`src/rtl/jts_pkg.sv`:
```
// Shared types, constants and helper functions for the JIS to Shift_JIS stream core.
// Used by jts_conv, jts_emit and the top level; depends on nothing else.
package jts_pkg;

	// Charset modes
	localparam logic [1:0] MODE_COPY  = 2'd0;
	localparam logic [1:0] MODE_KANA  = 2'd1;
	localparam logic [1:0] MODE_X0208 = 2'd2;
	localparam logic [1:0] MODE_X0212 = 2'd3;

	// Escape sequence bytes
	localparam logic [7:0] CH_ESC    = 8'h1B;
	localparam logic [7:0] CH_LPAREN = 8'h28;
	localparam logic [7:0] CH_DOLLAR = 8'h24;
	localparam logic [7:0] CH_B      = 8'h42;
	localparam logic [7:0] CH_I      = 8'h49;
	localparam logic [7:0] CH_D      = 8'h44;

	// Register map
	localparam int unsigned ADDR_W         = 2;
	localparam logic [ADDR_W-1:0] ADDR_UNDEF = 2'd0;
	localparam logic [15:0] UNDEF_RESET    = 16'h81AC;

	localparam int unsigned MAX_BEATS = 4;

	// All output beats caused by one input byte
	typedef struct packed {
		logic [MAX_BEATS-1:0][7:0] bytes;
		logic [2:0]                cnt;   // 0..4 beats
		logic                      bare;  // single end marker, no data
		logic                      fin;   // last beat closes the stream
	} res_t;

	// Append one byte to a result bundle, dropping anything past four
	function automatic res_t push_byte(res_t r, logic [7:0] v);
		res_t o;
		o = r;
		if (r.cnt < 3'(MAX_BEATS)) begin
			o.bytes[r.cnt[1:0]] = v;
			o.cnt = r.cnt + 3'd1;
		end
		return o;
	endfunction

	// JIS X 0208 row/cell pair to Shift_JIS, first (high) byte
	function automatic logic [7:0] sjis_hi(logic [7:0] j0);
		logic [7:0] h;
		logic [7:0] add;
		h = j0 | 8'h80;
		if (j0[0]) add = (h < 8'hDF) ? 8'h31 : 8'h71;
		else       add = (h < 8'hDF) ? 8'h30 : 8'h70;
		return (h >> 1) + add;
	endfunction

	// Second (low) byte; wraps modulo 256
	function automatic logic [7:0] sjis_lo(logic [7:0] j0, logic [7:0] j1);
		logic [7:0] l;
		l = j1 | 8'h80;
		if (j0[0]) return l - ((l < 8'hE0) ? 8'h61 : 8'h60);
		else       return l - 8'h02;
	endfunction

endpackage

```
`src/rtl/jts_conv.sv`:
```
// Decoder state and per-byte conversion: escape tracking, mode, pending lead byte.
// Produces the bundle of output beats for the accepted byte. Depends on jts_pkg.
module jts_conv (
	input  logic           clk,
	input  logic           arst_n,
	input  logic           accept,
	input  logic [7:0]     data_byte,
	input  logic           stream_last,
	input  logic [15:0]    undef_code,
	output jts_pkg::res_t  res
);
	import jts_pkg::*;

	logic [1:0] mode_q,    mode_d;
	logic [1:0] esc_cnt_q, esc_cnt_d;
	logic [7:0] esc1_q,    esc1_d;    // second escape byte; first is always ESC, third '('
	logic [7:0] lead_q,    lead_d;
	logic       lead_pend_q, lead_pend_d;

	// Next state and output beats for this byte
	always_comb begin
		res_t r;
		logic consumed;
		r = '0;
		consumed = 1'b0;
		mode_d = mode_q;
		esc_cnt_d = esc_cnt_q;
		esc1_d = esc1_q;
		lead_d = lead_q;
		lead_pend_d = lead_pend_q;

		// Held escape: extend, complete, or break and dump raw
		if (esc_cnt_q != 2'd0) begin
			if (esc_cnt_q == 2'd1 && (data_byte == CH_LPAREN || data_byte == CH_DOLLAR)) begin
				esc1_d = data_byte;
				esc_cnt_d = 2'd2;
				consumed = 1'b1;
			end else if (esc_cnt_q == 2'd2 && esc1_q == CH_LPAREN
					&& (data_byte == CH_B || data_byte == CH_I)) begin
				mode_d = (data_byte == CH_B) ? MODE_COPY : MODE_KANA;
				esc_cnt_d = 2'd0;
				consumed = 1'b1;
			end else if (esc_cnt_q == 2'd2 && esc1_q == CH_DOLLAR && data_byte == CH_B) begin
				mode_d = MODE_X0208;
				esc_cnt_d = 2'd0;
				consumed = 1'b1;
			end else if (esc_cnt_q == 2'd2 && esc1_q == CH_DOLLAR && data_byte == CH_LPAREN) begin
				esc_cnt_d = 2'd3;
				consumed = 1'b1;
			end else if (esc_cnt_q == 2'd3 && data_byte == CH_D) begin
				mode_d = MODE_X0212;
				esc_cnt_d = 2'd0;
				consumed = 1'b1;
			end else begin
				r = push_byte(r, CH_ESC);
				if (esc_cnt_q >= 2'd2) r = push_byte(r, esc1_q);
				if (esc_cnt_q == 2'd3) r = push_byte(r, CH_LPAREN);
				esc_cnt_d = 2'd0;
				mode_d = MODE_COPY;
			end
		end

		// Byte handled in the current mode
		if (!consumed) begin
			if (data_byte == CH_ESC) begin
				if (lead_pend_d && mode_d == MODE_X0208) begin
					r = push_byte(r, undef_code[15:8]);
					r = push_byte(r, undef_code[7:0]);
				end
				lead_pend_d = 1'b0;
				esc1_d = esc1_q;
				esc_cnt_d = 2'd1;
			end else if (mode_d == MODE_COPY) begin
				r = push_byte(r, data_byte);
			end else if (mode_d == MODE_KANA) begin
				r = push_byte(r, data_byte | 8'h80);
			end else if (!lead_pend_d) begin
				lead_d = data_byte;
				lead_pend_d = 1'b1;
			end else begin
				if (mode_d == MODE_X0208) begin
					r = push_byte(r, sjis_hi(lead_q));
					r = push_byte(r, sjis_lo(lead_q, data_byte));
				end else begin
					r = push_byte(r, undef_code[15:8]);
					r = push_byte(r, undef_code[7:0]);
				end
				lead_pend_d = 1'b0;
			end
		end

		// Stream end: flush partial escape and, in X0208 mode, a lone lead, then clear
		if (stream_last) begin
			if (esc_cnt_d != 2'd0) r = push_byte(r, CH_ESC);
			if (esc_cnt_d >= 2'd2) r = push_byte(r, esc1_d);
			if (esc_cnt_d == 2'd3) r = push_byte(r, CH_LPAREN);
			if (lead_pend_d && mode_d == MODE_X0208) begin
				r = push_byte(r, undef_code[15:8]);
				r = push_byte(r, undef_code[7:0]);
			end
			if (r.cnt == 3'd0) begin
				r.cnt = 3'd1;
				r.bare = 1'b1;
			end
			r.fin = 1'b1;
			mode_d = MODE_COPY;
			esc_cnt_d = 2'd0;
			lead_pend_d = 1'b0;
		end
		res = r;
	end

	// Control state
	always_ff @(posedge clk or negedge arst_n) begin
		if (!arst_n) begin
			mode_q <= MODE_COPY;
			esc_cnt_q <= 2'd0;
			lead_pend_q <= 1'b0;
		end else if (accept) begin
			mode_q <= mode_d;
			esc_cnt_q <= esc_cnt_d;
			lead_pend_q <= lead_pend_d;
		end
	end

	// Held bytes, meaningful only under their count/pending flag
	always_ff @(posedge clk) begin
		if (accept) begin
			esc1_q <= esc1_d;
			lead_q <= lead_d;
		end
	end

endmodule

```
`src/rtl/jts_emit.sv`:
```
// Two-entry queue of result bundles and the serializer that sends one byte per beat.
// Depends on jts_pkg for the bundle type.
module jts_emit (
	input  logic           clk,
	input  logic           arst_n,
	input  logic           accept,
	input  jts_pkg::res_t  res,
	output logic           in_ready,
	output logic           out_valid,
	input  logic           out_ready,
	output logic [7:0]     out_byte,
	output logic           byte_valid,
	output logic           run_last,
	output logic           stream_end
);
	import jts_pkg::*;

	res_t       q_mem [2];
	logic       wr_ptr_q, rd_ptr_q;
	logic [1:0] cnt_q;
	logic [1:0] idx_q;
	res_t       head;
	logic       push, pop, beat, last_beat;

	assign head      = q_mem[rd_ptr_q];
	assign in_ready  = (cnt_q != 2'd2);
	assign out_valid = (cnt_q != 2'd0);
	assign last_beat = ({1'b0, idx_q} == (head.cnt - 3'd1));
	assign beat      = out_valid && out_ready;
	assign pop       = beat && last_beat;
	// Bytes that cause no beat still update the decoder but are not queued
	assign push      = accept && (res.cnt != 3'd0);

	// Output beat fields from the head bundle
	assign out_byte   = head.bytes[idx_q];
	assign byte_valid = !head.bare;
	assign run_last   = last_beat;
	assign stream_end = head.fin && last_beat;

	// Bundle storage
	always_ff @(posedge clk) begin
		if (push) q_mem[wr_ptr_q] <= res;
	end

	// Pointers, occupancy, beat index within head bundle
	always_ff @(posedge clk or negedge arst_n) begin
		if (!arst_n) begin
			wr_ptr_q <= 1'b0;
			rd_ptr_q <= 1'b0;
			cnt_q <= 2'd0;
			idx_q <= 2'd0;
		end else begin
			if (push) wr_ptr_q <= !wr_ptr_q;
			if (pop) begin
				rd_ptr_q <= !rd_ptr_q;
				idx_q <= 2'd0;
			end else if (beat) begin
				idx_q <= idx_q + 2'd1;
			end
			case ({push, pop})
				2'b10:   cnt_q <= cnt_q + 2'd1;
				2'b01:   cnt_q <= cnt_q - 2'd1;
				default: cnt_q <= cnt_q;
			endcase
		end
	end

endmodule

```
`src/rtl/jis_to_shift_jis_stream_core.sv`:
```
// Top level of the JIS (ISO-2022-JP) to Shift_JIS stream converter.
// Instantiates jts_conv and jts_emit; uses jts_pkg and holds the APB register.
//
// One input byte is taken per clock while in_ready is high; the decoder updates
// its mode, escape and lead-byte state in the same cycle and queues the zero to
// four output beats that byte causes. Beats leave a two-deep bundle queue one
// per clock while out_ready is high, so input runs at one byte per cycle while
// each byte yields at most one beat, and otherwise at the output rate. A byte
// producing no beat (escape bytes, a held lead byte) is taken without using the
// output. Bytes with stream_last close the stream with at least one beat; a
// bare end marker has byte_valid low. The replacement code register sits at
// byte address 0 and resets to 0x81AC.
module jis_to_shift_jis_stream_core (
	input  logic                       clk,
	input  logic                       arst_n,
	input  logic                       in_valid,
	output logic                       in_ready,
	input  logic [7:0]                 data_byte,
	input  logic                       stream_last,
	output logic                       out_valid,
	input  logic                       out_ready,
	output logic [7:0]                 out_byte,
	output logic                       byte_valid,
	output logic                       run_last,
	output logic                       stream_end,
	input  logic                       psel,
	input  logic                       penable,
	input  logic                       pwrite,
	input  logic [jts_pkg::ADDR_W-1:0] paddr,
	input  logic [31:0]                pwdata,
	output logic [31:0]                prdata,
	output logic                       pready
);
	import jts_pkg::*;

	logic [15:0] undef_code_q;
	logic        accept;
	res_t        res;

	assign accept = in_valid && in_ready;
	assign pready = 1'b1;

	// Replacement code register
	always_ff @(posedge clk or negedge arst_n) begin
		if (!arst_n) begin
			undef_code_q <= UNDEF_RESET;
		end else if (psel && penable && pwrite && pready && paddr == ADDR_UNDEF) begin
			undef_code_q <= pwdata[15:0];
		end
	end

	assign prdata = (paddr == ADDR_UNDEF) ? {16'h0000, undef_code_q} : 32'h0000_0000;

	jts_conv u_conv (
		.clk         (clk),
		.arst_n      (arst_n),
		.accept      (accept),
		.data_byte   (data_byte),
		.stream_last (stream_last),
		.undef_code  (undef_code_q),
		.res         (res)
	);

	jts_emit u_emit (
		.clk        (clk),
		.arst_n     (arst_n),
		.accept     (accept),
		.res        (res),
		.in_ready   (in_ready),
		.out_valid  (out_valid),
		.out_ready  (out_ready),
		.out_byte   (out_byte),
		.byte_valid (byte_valid),
		.run_last   (run_last),
		.stream_end (stream_end)
	);

endmodule

```
`config.mk`:
```
export PLATFORM = sky130hd
export DESIGN_NAME = jis_to_shift_jis_stream_core
export DESIGN_NICKNAME = d
export VERILOG_FILES = /design/src/rtl/jts_pkg.sv /design/src/rtl/jts_conv.sv /design/src/rtl/jts_emit.sv /design/src/rtl/jis_to_shift_jis_stream_core.sv
export SDC_FILE = /design/constraint.sdc
export NUM_CORES = 1
export LEC_CHECK = 0
export ABC_AREA = 0
export BUFFER_PORTS_ARGS = -buffer_cell sky130_fd_sc_hd__buf_2
export CORE_MARGIN = 2
export CORE_UTILIZATION = 30
export CTS_BUF_LIST = sky130_fd_sc_hd__clkbuf_4
export DETAILED_ROUTE_END_ITERATION = 7
export GPL_ROUTABILITY_DRIVEN = 1
export HOLD_SLACK_MARGIN = 0.15
export PLACE_DENSITY = 0.48
export SKIP_LAST_GASP = 1
export SLEW_MARGIN = 0
export SYNTH_ARGS = -nofsm -noshare
export SYNTH_HDL_FRONTEND = slang
export SYNTH_SLANG_ARGS = --single-unit
```
`constraint.sdc`:
```
create_clock -name clk -period 13.45 [get_ports clk]
set_input_delay 2.0175 -clock clk [delete_from_list [all_inputs] [get_ports clk]]
set_output_delay 2.0175 -clock clk [all_outputs]
set_load 0.01 [all_outputs]
```
**Word-level counts from Yosys, hierarchy flattened**

Memories as Yosys holds them, arrays and structs flattened.
Index checks and enable logic that the tools add are counted.

- Add/subtract/negate cells: 18
- Multiplexer cells: 158
- Bitwise gates (word level): 14
- Magnitude comparators: 38
- Reductions and logical operators: 43
- Eq/ne operators: 18

Operators with widths:

| cell | count |
|---|---|
| $mux 37 | 30 |
| $mux 35 | 31 |
| $bwmux 32 | 11 |
| $mux 8 | 29 |
| $demux 8 s2 | 11 |
| $mux 11 | 6 |
| $and 24x24->24 | 2 |
| $not 24->24 | 2 |
| $lt 2x3->1 const B | 12 |
| $mux 2 | 17 |
| $add 3x1->3 const B | 11 |
| $lt 3x3->1 const B | 11 |
| $eq 8x6->1 const B | 4 |
| $logic_and 1x1->1 | 28 |
| $eq 8x7->1 const B | 3 |
| $ge 2x1->1 const B | 11 |
| $mux 7 | 3 |
| $and 16x16->16 | 1 |
| $bmux 8 s2 | 1 |
| $lt 8x8->1 const B | 2 |
| $mux 1 | 16 |
| $mux 16 | 1 |
| $not 16->16 | 1 |
| $or 16x16->16 | 1 |
| 23 further kinds | 44 |

- RAM bits: 74
- Word-level logic and storage cells: 300
- Output and inout port bits: 46
- Memories: 1
- Input port bits: 50
- Bits in registers: 42

Memory list:

| name | words | bits a word | read ports | clocked after memory_dff | wr ports | line | text |
|---|---|---|---|---|---|---|---|
| u_emit.q_mem | 2 | 37 | 1 | 0 | 1 | jts_emit.sv:18 | `res_t q_mem [2];` |

**Longest topological paths before layout**

- Word-level depth: 108
- Mapped depth: 42
- Depth with buffers taken out: 38

**By module**

Synthesis repeated with hierarchy kept, for this count alone.

- Cells, all modules: 1036
- Area total of the unflattened synthesis: 9645.5 µm²

Modules (own cells, without submodules):

| module | times used | area each (µm²) | cells an instance | sequential area each (µm²) |
|---|---|---|---|---|
| jts_conv | 1 | 5542.8 | 816 | 575.6 |
| jts_emit | 1 | 3178.0 | 147 | 2372.3 |
| jis_to_shift_jis_stream_core | 1 | 924.6 | 73 | 407.9 |

**Worst setup path before layout**

Ideal clock, no wire load.

- Kind: input-to-reg
- Start: input port data_byte[6]
- End: memory u_emit.q_mem[1][0] (netlist bit) (enable)
- Path buffers: 5
- Slack: 2.184 ns
- Data required time: 12.973 ns
- Library setup time: 0.477 ns
- Cell stages on the path: 37
- Arrival time: 10.789 ns
- Path through: clkbuf_1 -> nor2_1 -> and4b_1 -> clkbuf_1 -> clkbuf_1 -> and2_1 -> clkbuf_1 -> or4_1 -> inv_1 -> clkbuf_1 -> ha_1 -> o21ai_0 -> nand2_1 -> a21oi_1 -> o311ai_0 -> nand2_1 -> ha_1 -> a211oi_1 -> a31oi_1 -> ha_1 -> nand2_1 -> o21ai_0 -> ha_1 -> nand2_1 -> o21ai_0 -> a21o_1 -> inv_1 -> ha_1 -> nor2_1 -> a21oi_1 -> ha_1 -> nor2_1 -> a2111oi_0 -> a311o_1 -> or2_1 -> a21oi_1 -> nor3_1

RTL lines:

| item | line | text |
|---|---|---|
| start, declared | jis_to_shift_jis_stream_core.sv:18 | `input logic [7:0] data_byte,` |
| end, declared | jts_emit.sv:18 |  |

==> results.txt <==
Synth async-reset ratio = 23.28%
Syn Area/Cell = 8.734 sq um
count leader, synth = nand2_1
root buf cell = clkbuf_4
Worst slew margin = 14.21%
Area contributors post-synth = edfxtp_1 29%, dfrtp_1 5.7%, nand2_1 5.1%
skew final = 0.04078 ns
gr usage total = 20.54%
CORE AREA = 30510 sq um
GRT overflow = 0
H-tree depth = 4
worst skew pair latency = 0.56 ns
setup repair bufs after CTS = 0
Hold Path Origin = u_emit.cnt_q[1]
first-pass GRT wire length = 51.32 mm
global placement routability congestion = 0.9036
final setup fails = 0
Critical path buffers and inverters = 3
Final Util = 33.08%
top cell type's share of synthesized area = 28.79%
antenna violations before repair = 1
leakage power = 3.773 nW
CP Class = input pin to flop
prevailing post-synth register cell = edfxtp_1
Netlist Area Pre-Place = 9284 sq um
met1 GRT Util = 28.83%
Hold Fails Final Rpt = 0
Initial DRC Count = 910
Post-synth EDFFs = 89
Crit path top cell by count = ha_1
vias = 8666
share of cells above drive strength 1 = 15.19%
TritonRoute pass-1 iters = 6
cell taking the most area after synthesis = edfxtp_1
Synth Register Bits = 116
I/O Pins = 96
# DRC = 0
DR vias/cell = 5.844
Peak VDD IR = 0.05591 mV
Synth top cells by count = 126 x nand2_1, 89 x edfxtp_1, 87 x a21oi_1
Worst path max stage delay = 0.80 ns
met3 Use GR = 4.477%
Starting Density = 30.43%
cts bufs inserted = 17
Die W = 179.9 microns
Crit path required time = 13.78 ns
Hold Path Class = flop to flop
RSZ-0062 raised after global routing = no
Worst Max-Slew Pin Slew = 1.275 ns
CP Capture Type = flop
Finished Cell Area = 10090 sq um
Pwr Density = 119.6 nW/um^2
maximum capacitance violations = 0
vias in the first global route = 8249
Area Overhead vs Synth = 8.706%
met2 Use GR = 31.68%
register area share after synthesis = 36.15%
Clock transition at path regs = 0.12 ns
Cells after Synth = 1063
GRT Max-Usage Layer = met2
Max Fclk = 92.97 MHz
startpoint types = input pin
worst path arrival time = 11.09 ns
placed cell areas = 9807 sq um
pin count of the biggest net entering global routing = 45
Final period util = 79.97%
Total Wirelength = 33.99 mm
Die H = 179.9 microns
die footprint = 32370 sq um
input/output buffers = 62
Crit Path Max Fanout = 23
post-synth cell types = 83
Post-CTS Resized = 0
Worst R2R Start = u_conv.esc1_q[4]
final net count = 1158
YS warnings = 0
Tot Pwr = 0.001207 W
CP max stage cell = ha_1
Post-DRT Antenna Nets = 0
Bufs on Longest Clock Path = 2
status = completed
Num Clock Sinks = 116
hold_buf cts = 0
post-route setup TNS = 0 ns
dpl hpwl = 24.60 mm
drt wl/cell = 22.92 microns
Crit path max-delay family = compound AO/OA/AOI/OAI gates
Final Slew Violations = 0
TritonCTS clock tree = done
FP Rows = 64
crit path time final = 10.76 ns
Worst setup startpoint = data_byte[3]
==> stage by stage <==
stage	hold slack (ns)	worst slack (ns)	instances
finish	0.5109	2.694	1483
CTS	0.5243	2.975	1482
global placement	0.5056	2.385	1450
detailed placement	0.5061	2.402	1450
floorplan	0.4566	2.184	1078
global route	0.5517	1.907	1483
==> cells in the final DEF, fill, tap and decap left out, types with 6 or more instances in the layout <==
cell type	Yosys	layout
a21o_1	6	6
and3_1	17	17
nand2b_1	6	6
edfxtp_1	89	89
xnor2_1	11	11
mux2i_1	11	11
and2_1	22	22
a22oi_1	17	17
mux4_2	16	16
nand4_1	8	8
nand3_1	31	31
buf_2	6	62
buf_4	17	13
a32oi_1	11	11
xor2_1	6	6
nor2b_1	9	9
a211oi_1	15	15
dfrtp_1	21	21
a221oi_1	16	16
o22ai_1	16	16
o221ai_1	7	7
nor3_1	25	24
inv_1	40	40
nor2_1	80	80
o211ai_1	13	13
a22o_1	6	6
a21oi_1	87	87
nand2_1	126	126
a31oi_1	26	26
mux2_2	18	18
clkbuf_4	0	17
conb_1	2	17
dfstp_2	6	6
ha_1	35	35
o21ai_0	77	77
==> cell families (layout without fill, tap and decap cells) <==
family	Yosys count	after routing	share of synthesized area [%]
and+or+nand+nor	359	359	18.71
AOI/OAI and AO/OA	349	349	24.87
DFF	116	116	36.15
buffers and inverters	140	148	6.631
muxes	45	45	7.251
adders and majority gates	35	35	4.717
other	2	18	0.08089
xor gates and xnor gates	17	17	1.604
==> path summary, 6_finish.rpt <==
path,slack (ns),endpoint,depth (start not counted)
min in group asynchronous,1.49,u_conv.esc_cnt_q[0],1
max,2.69,u_emit.q_mem[0][21],33
max reg2reg,3.74,u_emit.q_mem[0][21],32
min reg2reg,0.51,u_emit.cnt_q[1],1
min,0.51,u_emit.cnt_q[1],1
max in group asynchronous,11.42,undef_code_q[13],1
==> routing by layer <==
layer	wire (microns)	part of all wire [%]
met5	0	0
met4	792	2.3
met3	2775	8.2
met2	15190	45
met1	15230	45
==> state kept, by name, summed over array words and instances, names as in the netlist <==
signal	cells
u_conv.esc_cnt_q	2
u_conv.lead_pend_q	1
u_emit.idx_q	2
undef_code_q	16
u_emit.rd_ptr_q	1
u_conv.esc1_q	8
u_conv.lead_q	7
u_emit.cnt_q	2
u_conv.mode_q	2
u_emit.q_mem	74
u_emit.wr_ptr_q	1
==> cell type report <==
type	count	area (sq um)
multi-input cells	822	5394
flip-flops and latches	116	3356
diodes	1	2.502
clock buffers	17	127.6
inverters	41	153.9
clock inverters	15	155.1
fillers	3238	20420
well taps	396	495.5
repair buffers	75	407.9
==> where the power goes <==
group	switching [W]	leakage (nW)	internal [W]
Sequential	0.0000941	1.16	0.000479
Combinational	0.000197	2.46	0.000162
Clock	0.000163	0.156	0.000112
No activity file was read; power rests on OpenSTA's default activity.
